## src/hw/rtl/assert_macros.svh

```systemverilog
// Assertion helpers shared by three of the RTL modules.
`ifndef ASSERT_MACROS_SVH
`define ASSERT_MACROS_SVH

// Property that holds at every clock edge outside reset.
`define ASSERT_ALWAYS(label, clk, rst, prop, msg) \
  label: assert property (@(posedge clk) disable iff (rst) (prop)) else $error(msg);

// Antecedent in one cycle implies the consequent in the next.
`define ASSERT_NEXT(label, clk, rst, ante, cons, msg) \
  label: assert property (@(posedge clk) disable iff (rst) (ante) |=> (cons)) else $error(msg);

`endif

```

## src/hw/rtl/ttbc_pkg.sv

```systemverilog
`timescale 1ns / 1ps
package ttbc_pkg;

  // Register indexes on the configuration port.
  localparam logic REG_COMPASS_ENABLE = 1'b0;
  localparam logic REG_HEADING_REF    = 1'b1;

  // Beeper mask when no beep is running.
  localparam logic [15:0] BEEP_MASK_IDLE = 16'hFFFF;

  // Heading arithmetic: ((540 + width - reference) mod 360) - 180.
  localparam logic [12:0] HEAD_BIAS   = 13'd540;
  localparam logic [12:0] DEG_FULL    = 13'd360;
  localparam logic [8:0]  DEG_HALF    = 9'd180;
  // floor(2^17 / 360); the quotient estimate is exact or one low below 8192.
  localparam logic [8:0]  RECIP_360   = 9'd364;
  localparam int          RECIP_SHIFT = 17;

  typedef struct packed {
    logic        enable;
    logic [8:0]  reference;
  } cfg_t;

  typedef struct packed {
    logic        compass_level;
    logic        load_beep;
    logic [15:0] beep_duration;
    logic [15:0] beep_pattern;
  } tick_item_t;

  typedef struct packed {
    logic [15:0] millisecond_count;
    logic        motor_update;
    logic        beeper_on;
  } timebase_res_t;

  typedef struct packed {
    logic [11:0]        compass_width;
    logic signed [8:0]  heading_offset;
  } compass_res_t;

endpackage

```

## src/hw/rtl/ttbc_if.sv

```systemverilog
`timescale 1ns / 1ps
// Tick input channel.
interface ttbc_in_if;
  logic        valid;
  logic        ready;
  logic        compass_level;
  logic        load_beep;
  logic [15:0] beep_duration;
  logic [15:0] beep_pattern;

  modport source (output valid, compass_level, load_beep, beep_duration, beep_pattern,
                  input ready);
  modport sink (input valid, compass_level, load_beep, beep_duration, beep_pattern,
                output ready);
endinterface

// Result output channel.
interface ttbc_out_if;
  logic               valid;
  logic               ready;
  logic [15:0]        millisecond_count;
  logic               motor_update;
  logic               beeper_on;
  logic [11:0]        compass_width;
  logic signed [8:0]  heading_offset;

  modport source (output valid, millisecond_count, motor_update, beeper_on, compass_width,
                  heading_offset, input ready);
  modport sink (input valid, millisecond_count, motor_update, beeper_on, compass_width,
                heading_offset, output ready);
endinterface

```

## src/hw/rtl/ttbc_regs.sv

```systemverilog
`timescale 1ns / 1ps
module ttbc_regs
  import ttbc_pkg::*;
(
  input  logic        clk,
  input  logic        rst,
  input  logic        psel,
  input  logic        penable,
  input  logic        pwrite,
  input  logic [2:0]  paddr,
  input  logic [31:0] pwdata,
  output logic [31:0] prdata,
  output logic        pready,
  output cfg_t        cfg
);

  logic reg_index;
  logic wr_en;

  assign reg_index = paddr[2];
  assign wr_en     = psel && penable && pwrite;
  assign pready    = 1'b1;

  // Register writes in the access phase.
  always_ff @(posedge clk) begin
    if (rst) begin
      cfg.enable    <= 1'b0;
      cfg.reference <= '0;
    end else if (wr_en) begin
      case (reg_index)
        REG_COMPASS_ENABLE: cfg.enable    <= pwdata[0];
        REG_HEADING_REF:    cfg.reference <= pwdata[8:0];
        default: ;
      endcase
    end
  end

  // Read back.
  always_comb begin
    case (reg_index)
      REG_COMPASS_ENABLE: prdata = {31'd0, cfg.enable};
      REG_HEADING_REF:    prdata = {23'd0, cfg.reference};
      default:            prdata = '0;
    endcase
  end

endmodule

```

## src/hw/rtl/ttbc_timebase.sv

```systemverilog
`timescale 1ns / 1ps
`include "assert_macros.svh"
module ttbc_timebase
  import ttbc_pkg::*;
#(
  parameter int TICKS_PER_MS = 10
) (
  input  logic          clk,
  input  logic          rst,
  input  logic          commit,
  input  tick_item_t    item,
  output timebase_res_t res
);

  localparam int DIV_W = (TICKS_PER_MS > 2) ? $clog2(TICKS_PER_MS) : 1;
  localparam logic [DIV_W-1:0] DIV_RELOAD = DIV_W'(TICKS_PER_MS - 1);

  logic [DIV_W-1:0] tick_divider, tick_divider_next;
  logic             motor_phase, motor_phase_next;
  logic [15:0]      ms_counter, ms_counter_next;
  logic [15:0]      beep_remaining, beep_remaining_next;
  logic [15:0]      beep_mask, beep_mask_next;
  logic [15:0]      rem_loaded, mask_loaded;
  logic             beep_on;

  // Prescaler: fires on the first tick and then once per millisecond.
  always_comb begin
    if (tick_divider == '0) begin
      tick_divider_next = DIV_RELOAD;
      motor_phase_next  = ~motor_phase;
      ms_counter_next   = ms_counter + 16'd1;
    end else begin
      tick_divider_next = tick_divider - DIV_W'(1);
      motor_phase_next  = motor_phase;
      ms_counter_next   = ms_counter;
    end
  end

  // Beeper: optional load, then count down and gate with the pattern.
  always_comb begin
    rem_loaded  = item.load_beep ? item.beep_duration : beep_remaining;
    mask_loaded = item.load_beep ? item.beep_pattern  : beep_mask;
    if (rem_loaded > 16'd1) begin
      beep_remaining_next = rem_loaded - 16'd1;
      beep_mask_next      = mask_loaded;
      beep_on             = |(beep_remaining_next & mask_loaded);
    end else begin
      beep_remaining_next = rem_loaded;
      beep_mask_next      = BEEP_MASK_IDLE;
      beep_on             = 1'b0;
    end
  end

  assign res.millisecond_count = ms_counter_next;
  assign res.motor_update      = (tick_divider == '0) && motor_phase;
  assign res.beeper_on         = beep_on;

  always_ff @(posedge clk) begin
    if (rst) begin
      tick_divider   <= '0;
      motor_phase    <= 1'b1;
      ms_counter     <= '0;
      beep_remaining <= '0;
      beep_mask      <= BEEP_MASK_IDLE;
    end else if (commit) begin
      tick_divider   <= tick_divider_next;
      motor_phase    <= motor_phase_next;
      ms_counter     <= ms_counter_next;
      beep_remaining <= beep_remaining_next;
      beep_mask      <= beep_mask_next;
    end
  end

  // A motor pulse always coincides with a millisecond step.
  `ASSERT_NEXT(a_motor_ms_step, clk, rst, commit && res.motor_update,
               ms_counter == $past(ms_counter) + 16'd1 && !motor_phase,
               "motor update without millisecond step")

endmodule

```

## src/hw/rtl/ttbc_compass.sv

```systemverilog
`timescale 1ns / 1ps
`include "assert_macros.svh"
module ttbc_compass
  import ttbc_pkg::*;
#(
  parameter int WIDTH_LIMIT = 4000
) (
  input  logic         clk,
  input  logic         rst,
  input  logic         commit,
  input  cfg_t         cfg,
  input  logic         level,
  output compass_res_t res
);

  logic [15:0]       pulse_counter, pulse_counter_next;
  logic [11:0]       kept_width, kept_width_next;
  logic signed [8:0] heading_register, heading_next;
  logic              width_ok;
  logic [12:0]       head_sum;
  logic [21:0]       head_prod;
  logic [3:0]        head_quot;
  logic [12:0]       head_rem0, head_rem;

  assign width_ok = (pulse_counter != '0) && (pulse_counter < 16'(WIDTH_LIMIT));

  // Width capture on the low level.
  always_comb begin
    pulse_counter_next = pulse_counter;
    kept_width_next    = kept_width;
    if (cfg.enable) begin
      if (level) begin
        pulse_counter_next = pulse_counter + 16'd1;
      end else begin
        pulse_counter_next = '0;
        if (width_ok) begin
          kept_width_next = pulse_counter[11:0];
        end
      end
    end
  end

  // Heading: reciprocal multiply for mod 360, then one correction step.
  always_comb begin
    head_sum  = HEAD_BIAS + 13'(kept_width_next) - 13'(cfg.reference);
    head_prod = 22'(head_sum) * 22'(RECIP_360);
    head_quot = head_prod[RECIP_SHIFT+3:RECIP_SHIFT];
    head_rem0 = head_sum - 13'(head_quot) * DEG_FULL;
    head_rem  = (head_rem0 >= DEG_FULL) ? head_rem0 - DEG_FULL : head_rem0;
    if (cfg.enable && !level) begin
      heading_next = $signed(head_rem[8:0] - DEG_HALF);
    end else begin
      heading_next = heading_register;
    end
  end

  assign res.compass_width  = kept_width_next;
  assign res.heading_offset = heading_next;

  always_ff @(posedge clk) begin
    if (rst) begin
      pulse_counter    <= '0;
      kept_width       <= '0;
      heading_register <= '0;
    end else if (commit) begin
      pulse_counter    <= pulse_counter_next;
      kept_width       <= kept_width_next;
      heading_register <= heading_next;
    end
  end

  // A low tick while enabled always clears the pulse counter.
  `ASSERT_NEXT(a_low_clears, clk, rst, commit && cfg.enable && !level,
               pulse_counter == '0, "pulse counter not cleared on low level")
  // Capture state holds while disabled.
  `ASSERT_NEXT(a_disabled_hold, clk, rst, commit && !cfg.enable,
               $stable(kept_width) && $stable(heading_register) && $stable(pulse_counter),
               "compass state changed while disabled")
  // Heading stays in its range.
  `ASSERT_ALWAYS(a_heading_range, clk, rst,
                 heading_register >= -9'sd180 && heading_register <= 9'sd179,
                 "heading out of range")

endmodule

```

## src/hw/rtl/tick_timebase_beeper_compass.sv

```systemverilog
// Tick timebase, beeper and compass capture.
// An accepted item is held in the input register and its result in the result register.
// Throughput: one item per cycle while the output is ready; an input register and a
// result register allow one more item to be taken while a result waits on the output.
// Reset (rst, synchronous, active high) clears all state and the valid flags of both registers.
`timescale 1ns / 1ps
`include "assert_macros.svh"
module tick_timebase_beeper_compass
  import ttbc_pkg::*;
#(
  parameter int TICKS_PER_MS = 10,
  parameter int WIDTH_LIMIT  = 4000
) (
  input  logic        clk,
  input  logic        rst,
  ttbc_in_if.sink     tick,
  ttbc_out_if.source  result,
  input  logic        psel,
  input  logic        penable,
  input  logic        pwrite,
  input  logic [2:0]  paddr,
  input  logic [31:0] pwdata,
  output logic [31:0] prdata,
  output logic        pready
);

  cfg_t          cfg;
  tick_item_t    item;
  logic          item_valid;
  logic          advance;
  timebase_res_t tb_res;
  compass_res_t  cp_res;

  ttbc_regs u_regs (
    .clk     (clk),
    .rst     (rst),
    .psel    (psel),
    .penable (penable),
    .pwrite  (pwrite),
    .paddr   (paddr),
    .pwdata  (pwdata),
    .prdata  (prdata),
    .pready  (pready),
    .cfg     (cfg)
  );

  // The held item moves on when the result register is free or draining.
  assign advance    = item_valid && (!result.valid || result.ready);
  assign tick.ready = !item_valid || advance;

  // Input register.
  always_ff @(posedge clk) begin
    if (rst) begin
      item_valid <= 1'b0;
    end else if (tick.valid && tick.ready) begin
      item_valid <= 1'b1;
    end else if (advance) begin
      item_valid <= 1'b0;
    end
  end

  always_ff @(posedge clk) begin
    if (tick.valid && tick.ready) begin
      item.compass_level <= tick.compass_level;
      item.load_beep     <= tick.load_beep;
      item.beep_duration <= tick.beep_duration;
      item.beep_pattern  <= tick.beep_pattern;
    end
  end

  ttbc_timebase #(
    .TICKS_PER_MS (TICKS_PER_MS)
  ) u_timebase (
    .clk    (clk),
    .rst    (rst),
    .commit (advance),
    .item   (item),
    .res    (tb_res)
  );

  ttbc_compass #(
    .WIDTH_LIMIT (WIDTH_LIMIT)
  ) u_compass (
    .clk    (clk),
    .rst    (rst),
    .commit (advance),
    .cfg    (cfg),
    .level  (item.compass_level),
    .res    (cp_res)
  );

  // Result register.
  always_ff @(posedge clk) begin
    if (rst) begin
      result.valid <= 1'b0;
    end else if (advance) begin
      result.valid <= 1'b1;
    end else if (result.ready) begin
      result.valid <= 1'b0;
    end
  end

  always_ff @(posedge clk) begin
    if (advance) begin
      result.millisecond_count <= tb_res.millisecond_count;
      result.motor_update      <= tb_res.motor_update;
      result.beeper_on         <= tb_res.beeper_on;
      result.compass_width     <= cp_res.compass_width;
      result.heading_offset    <= cp_res.heading_offset;
    end
  end

  // Both stages full with the output stalled: no further item is taken.
  `ASSERT_ALWAYS(a_full_stall, clk, rst,
                 !(item_valid && result.valid && !result.ready) || !tick.ready,
                 "item accepted while pipeline full and stalled")
  // A drained result with nothing behind it leaves the output empty.
  `ASSERT_NEXT(a_drain_empty, clk, rst, result.valid && result.ready && !item_valid,
               !result.valid, "result repeated after drain")

endmodule

```

## src/flat_wrapper.sv

```systemverilog
// flat-port wrapper written by rule: the top's interface ports become plain ports
module tick_timebase_beeper_compass_flat import ttbc_pkg::*;
#(
  parameter int TICKS_PER_MS = 10,
  parameter int WIDTH_LIMIT  = 4000
)
  (clk, rst, psel, penable, pwrite, paddr, pwdata, prdata, pready, tick_valid, tick_compass_level, tick_load_beep, tick_beep_duration, tick_beep_pattern, tick_ready, result_valid, result_millisecond_count, result_motor_update, result_beeper_on, result_compass_width, result_heading_offset, result_ready);
  ttbc_in_if tick_i ();
  ttbc_out_if result_i ();
  input  logic clk;
  input  logic rst;
  input  logic psel;
  input  logic penable;
  input  logic pwrite;
  input  logic [2:0] paddr;
  input  logic [31:0] pwdata;
  output logic [31:0] prdata;
  output logic pready;
  input wire logic [$bits(tick_i.valid)-1:0] tick_valid;
  input wire logic [$bits(tick_i.compass_level)-1:0] tick_compass_level;
  input wire logic [$bits(tick_i.load_beep)-1:0] tick_load_beep;
  input wire logic [$bits(tick_i.beep_duration)-1:0] tick_beep_duration;
  input wire logic [$bits(tick_i.beep_pattern)-1:0] tick_beep_pattern;
  output wire logic [$bits(tick_i.ready)-1:0] tick_ready;
  output wire logic [$bits(result_i.valid)-1:0] result_valid;
  output wire logic [$bits(result_i.millisecond_count)-1:0] result_millisecond_count;
  output wire logic [$bits(result_i.motor_update)-1:0] result_motor_update;
  output wire logic [$bits(result_i.beeper_on)-1:0] result_beeper_on;
  output wire logic [$bits(result_i.compass_width)-1:0] result_compass_width;
  output wire logic [$bits(result_i.heading_offset)-1:0] result_heading_offset;
  input wire logic [$bits(result_i.ready)-1:0] result_ready;
  assign tick_i.valid = tick_valid;
  assign tick_i.compass_level = tick_compass_level;
  assign tick_i.load_beep = tick_load_beep;
  assign tick_i.beep_duration = tick_beep_duration;
  assign tick_i.beep_pattern = tick_beep_pattern;
  assign tick_ready = tick_i.ready;
  assign result_valid = result_i.valid;
  assign result_millisecond_count = result_i.millisecond_count;
  assign result_motor_update = result_i.motor_update;
  assign result_beeper_on = result_i.beeper_on;
  assign result_compass_width = result_i.compass_width;
  assign result_heading_offset = result_i.heading_offset;
  assign result_i.ready = result_ready;
  tick_timebase_beeper_compass #(.TICKS_PER_MS(TICKS_PER_MS), .WIDTH_LIMIT(WIDTH_LIMIT)) u_core (.clk(clk), .rst(rst), .tick(tick_i), .result(result_i), .psel(psel), .penable(penable), .pwrite(pwrite), .paddr(paddr), .pwdata(pwdata), .prdata(prdata), .pready(pready));
endmodule
```

## config.mk

```make
export PLATFORM = sky130hd
export DESIGN_NAME = tick_timebase_beeper_compass_flat
export DESIGN_NICKNAME = d
export VERILOG_FILES = /design/src/hw/rtl/ttbc_pkg.sv /design/src/hw/rtl/ttbc_if.sv /design/src/hw/rtl/ttbc_regs.sv /design/src/hw/rtl/ttbc_timebase.sv /design/src/hw/rtl/ttbc_compass.sv /design/src/hw/rtl/tick_timebase_beeper_compass.sv /design/src/flat_wrapper.sv
export VERILOG_INCLUDE_DIRS = /design/src /design/src/hw/rtl
export SDC_FILE = /design/constraint.sdc
export NUM_CORES = 1
export LEC_CHECK = 0
export BUFFER_PORTS_ARGS = -buffer_cell sky130_fd_sc_hd__clkbuf_2
export CAP_MARGIN = 20
export CORE_MARGIN = 5
export CORE_UTILIZATION = 60
export DETAILED_ROUTE_END_ITERATION = 10
export PLACE_DENSITY = 0.82
export SLEW_MARGIN = 0
export SYNTH_ARGS = -nofsm -noshare
export SYNTH_HDL_FRONTEND = slang
export SYNTH_SLANG_ARGS = --single-unit
```

## constraint.sdc

```tcl
create_clock -name clk -period 23.6 [get_ports clk]
set_input_delay 3.54 -clock clk [delete_from_list [all_inputs] [get_ports clk]]
set_output_delay 3.54 -clock clk [all_outputs]
set_load 0.02 [all_outputs]
```

==> qor.csv <==
stage,metric,value,unit
cts,clkLatencyLatePin,430,ps
worst_setup_path,reg2reg_to,u_core.result.heading_offset[8]$_DFFE_PP_,
synthesis,synthXorXnorAreaFrac,0.08954,
synthesis,synthAdderAreaFrac,0.1470,
worst_setup_path,cp.required,23830,ps
global_routing,overflow,0,
sta,fin_skew,14.33,ps
global_routing,grt_max_degree,89,
sta,hold_slack,456.2,ps
floorplan,start_util,0.6081,
synthesis,netlist_top_cells_count,"108 x nor2_1, 102 x dfxtp_1, 95 x inv_1",
sta,tns,0,ps
sta,relSlewSlack,0.3773,
floorplan,chipHeight,147.7,µm
synthesis,syn_area_per_cell,9.495,µm²
worst_setup_path,r2r_slack,9270,ps
synthesis,synth_top_family_by_area,simple AND/OR/NAND/NOR gates,
sta,hold_viol_final,0,
floorplan,fp-row-count,50,
floorplan,die_x,147.7,µm
detailed_routing,dr.pass1.iters,5,
sta,fmax,69.80,MHz
finish,fillers,1458,
sta,fin_crit_sh,0.6070,
synthesis,synth_area_leaders,"edfxtp_1 19%, dfxtp_1 18%, ha_1 10%, xnor2_1 4.5%, fa_1 4.2%",
synthesis,synth_mux_area_frac,0.03465,
cts,cts_tree,yes,
min_path,min_path_type,flop to flop,
floorplan,core,18710,µm²
detailed_routing,drc,0,
detailed_routing,drt_iter0_drc,571,
floorplan,die-area,21810,µm²
placed_design,placed_cells,1494,
floorplan,boundaryPins,150,
cts,root_buffer,clkbuf_16,
synthesis,synth_top_area_frac,0.1927,
worst_setup_path,cp_common_cell,ha_1,
worst_setup_path,slowest_delay,620,ps
finish,area_delta_synth_final,10.30,%
worst_setup_path,r2r_start,u_core.u_regs.cfg[9]$_SDFFE_PP0P_,
sta,worst_pin_slew,929.7,ps
cts,cts_hold_buf,0,
cts,ctsResizeCount,0,
cts,cts_buffers,17,
worst_setup_path,reg2reg_depth,49,
synthesis,synth_simple_gate_area_share,0.1587,
synthesis,synth_area,11370,µm²
synthesis,syn_inst,1198,
worst_setup_path,setup.worst_path.end_class,flop,
cts,htree_levels,4,
synthesis,synth_top_area_cell,edfxtp_1,
synthesis,synth.distinct_cells,92,
global_routing,grt_use_total,0.2255,
finish,layoutNonFillerInstCount,1526,
finish,nNetsFinal,1471,
finish,fin_util,0.6707,
min_path,hold_path_end,u_core.u_compass.heading_register[0]$_SDFFE_PP0P_,
synthesis,synth_edf_count,73,
placed_design,io_buffers,100,
finish,antenna_cells,0,
synthesis,ys_ff_latch,175,
worst_setup_path,start_kind,flop,
synthesis,yosys.cell_count.top_type,nor2_1,
finish,layout-drive-gt1-share,0.1432,
worst_setup_path,crit_type,flop to flop,
cts,cts.sinks,175,
synthesis,ys.flop_type,dfxtp_1,
sta,period_needed,14330,ps
placed_design,globalplace.congestion,0.9008,
min_path,min_path_cells,2,
detailed_routing,via_count,8737,
worst_setup_path,crit_path_max_fanout,11,
cts,clk_pin_slew_worst_paths,70,ps
cts,cts_setup_buffers,0,
global_routing,grt_pass1_wl,40750,µm
placed_design,dp_hpwl,18050,µm
synthesis,ys_async_sr_fraction,0,
status,outcome,completed,
worst_setup_path,arrival,14550,ps
finish,multi_input_area,6500,µm²
detailed_routing,avgRoutedWirePerCell,16.10,µm
synthesis,yosys_warnings,0,
sta,rsz0062_at_grt,no,
sta,drv_slew,0,
synthesis,synth-compound-area-share,0.1336,
sta,setup_viol,0,
worst_setup_path,worst_path_max_delay_cell,nor2_2,
finish,regArea,4234,µm²
synthesis,ys_seq_area_frac,0.3722,
global_routing,antenna_found_initial,0,
detailed_routing,routed_wl,24570,µm
detailed_routing,ant_nets,0,
run,cap_violations,0,
cts,clk_path_buf_depth,2,
global_routing,grt_pass1_vias,8517,
min_path,hp-start,u_core.u_compass.heading_register[0]$_SDFFE_PP0P_,
detailed_routing,drt-vias-per-instance,5.725,
## stage by stage
step           cell area, µm²  setup slack (ps)
3_3_place_gp            11940              9905
5_1_grt                 12550              8440
2_1_floorplan           11460             11540
3_5_place_dp            11950              9538
6_report                12550              9274
4_1_cts                 12550              9404
## cell families (layout without fill, tap and decap cells)
group / after synthesis / in the layout
other cells: 2 / 24
compound gates: 224 / 224
flops: 175 / 175
simple gates: 363 / 363
fa+ha+maj: 120 / 120
xor+xnor: 113 / 113
buf+inv: 164 / 236
mux: 37 / 37
## layout by cell type (no fill, tap or decap), drive strengths merged, types with 11 or more instances in the layout
cell type	n
clkbuf	119
nor2	110
inv	104
dfxtp	102
nand2	94
ha	92
edfxtp	73
a21oi	64
xnor2	59
xor2	53
o21ai	40
nand2b	29
nand3	29
fa	24
conb	24
nor3	24
mux2i	21
o22ai	18
mux2	16
a211oi	15
a22oi	13
and3	11
nand4	11
## cell type report
class,instances,share of cell area
multi-input combinational,881,0.5181
sequential,175,0.3375
timing repair buffer,107,0.04408
clock buffer,19,0.03700
inverter,97,0.02912
tap,234,0.02334
clock inverter,13,0.01087
## per-layer routing
metal,up-vias,part of all wire,GRT usage
li1,4313,-,-
met2,265,0.48,0.3804
met4,0,0.014,0.06151
met3,36,0.055,0.03158
met1,4123,0.45,0.3061
met5,-,0,0
## registers in the layout, summed over array words and instances (netlist names), 10 cells and up
register                          flops
u_core.u_timebase.beep_mask          16
u_core.result.compass_width          12
u_core.u_compass.pulse_counter       16
u_core.result.millisecond_count      16
u_core.u_compass.kept_width          12
u_core.item                          34
u_core.u_timebase.ms_counter         16
u_core.u_regs.cfg                    10
u_core.u_timebase.beep_remaining     16
## worst max-delay path: cells and delay by family, from the launching register on
family          cells  cell delay, ps
simple gates       10            2840
mux                 1             440
compound gates     18            4390
flops               1             420
buf+inv             3             310
fa+ha+maj          11            3960
xor+xnor            6            1720
## worst max-delay path by stage
stage	startpoint	endpoint	slack, ps	cells after the start
after floorplan	u_core.u_compass.pulse_counter[0]$_SDFFE_PP0P_	u_core.u_compass.heading_register[8]$_SDFFE_PP0P_	11540	53
after global placement	u_core.item[33]$_DFFE_PP_	u_core.result.heading_offset[8]$_DFFE_PP_	9910	49
after detailed placement	u_core.item[33]$_DFFE_PP_	u_core.result.heading_offset[8]$_DFFE_PP_	9540	49
after CTS	u_core.item[33]$_DFFE_PP_	u_core.result.heading_offset[8]$_DFFE_PP_	9400	49
after global routing	u_core.u_regs.cfg[9]$_SDFFE_PP0P_	u_core.result.heading_offset[8]$_DFFE_PP_	8440	49
final	u_core.u_regs.cfg[9]$_SDFFE_PP0P_	u_core.result.heading_offset[8]$_DFFE_PP_	9270	49
Power is not shown: default switching activity piles up to over one toggle a cycle in this logic, so the estimate is an artifact.
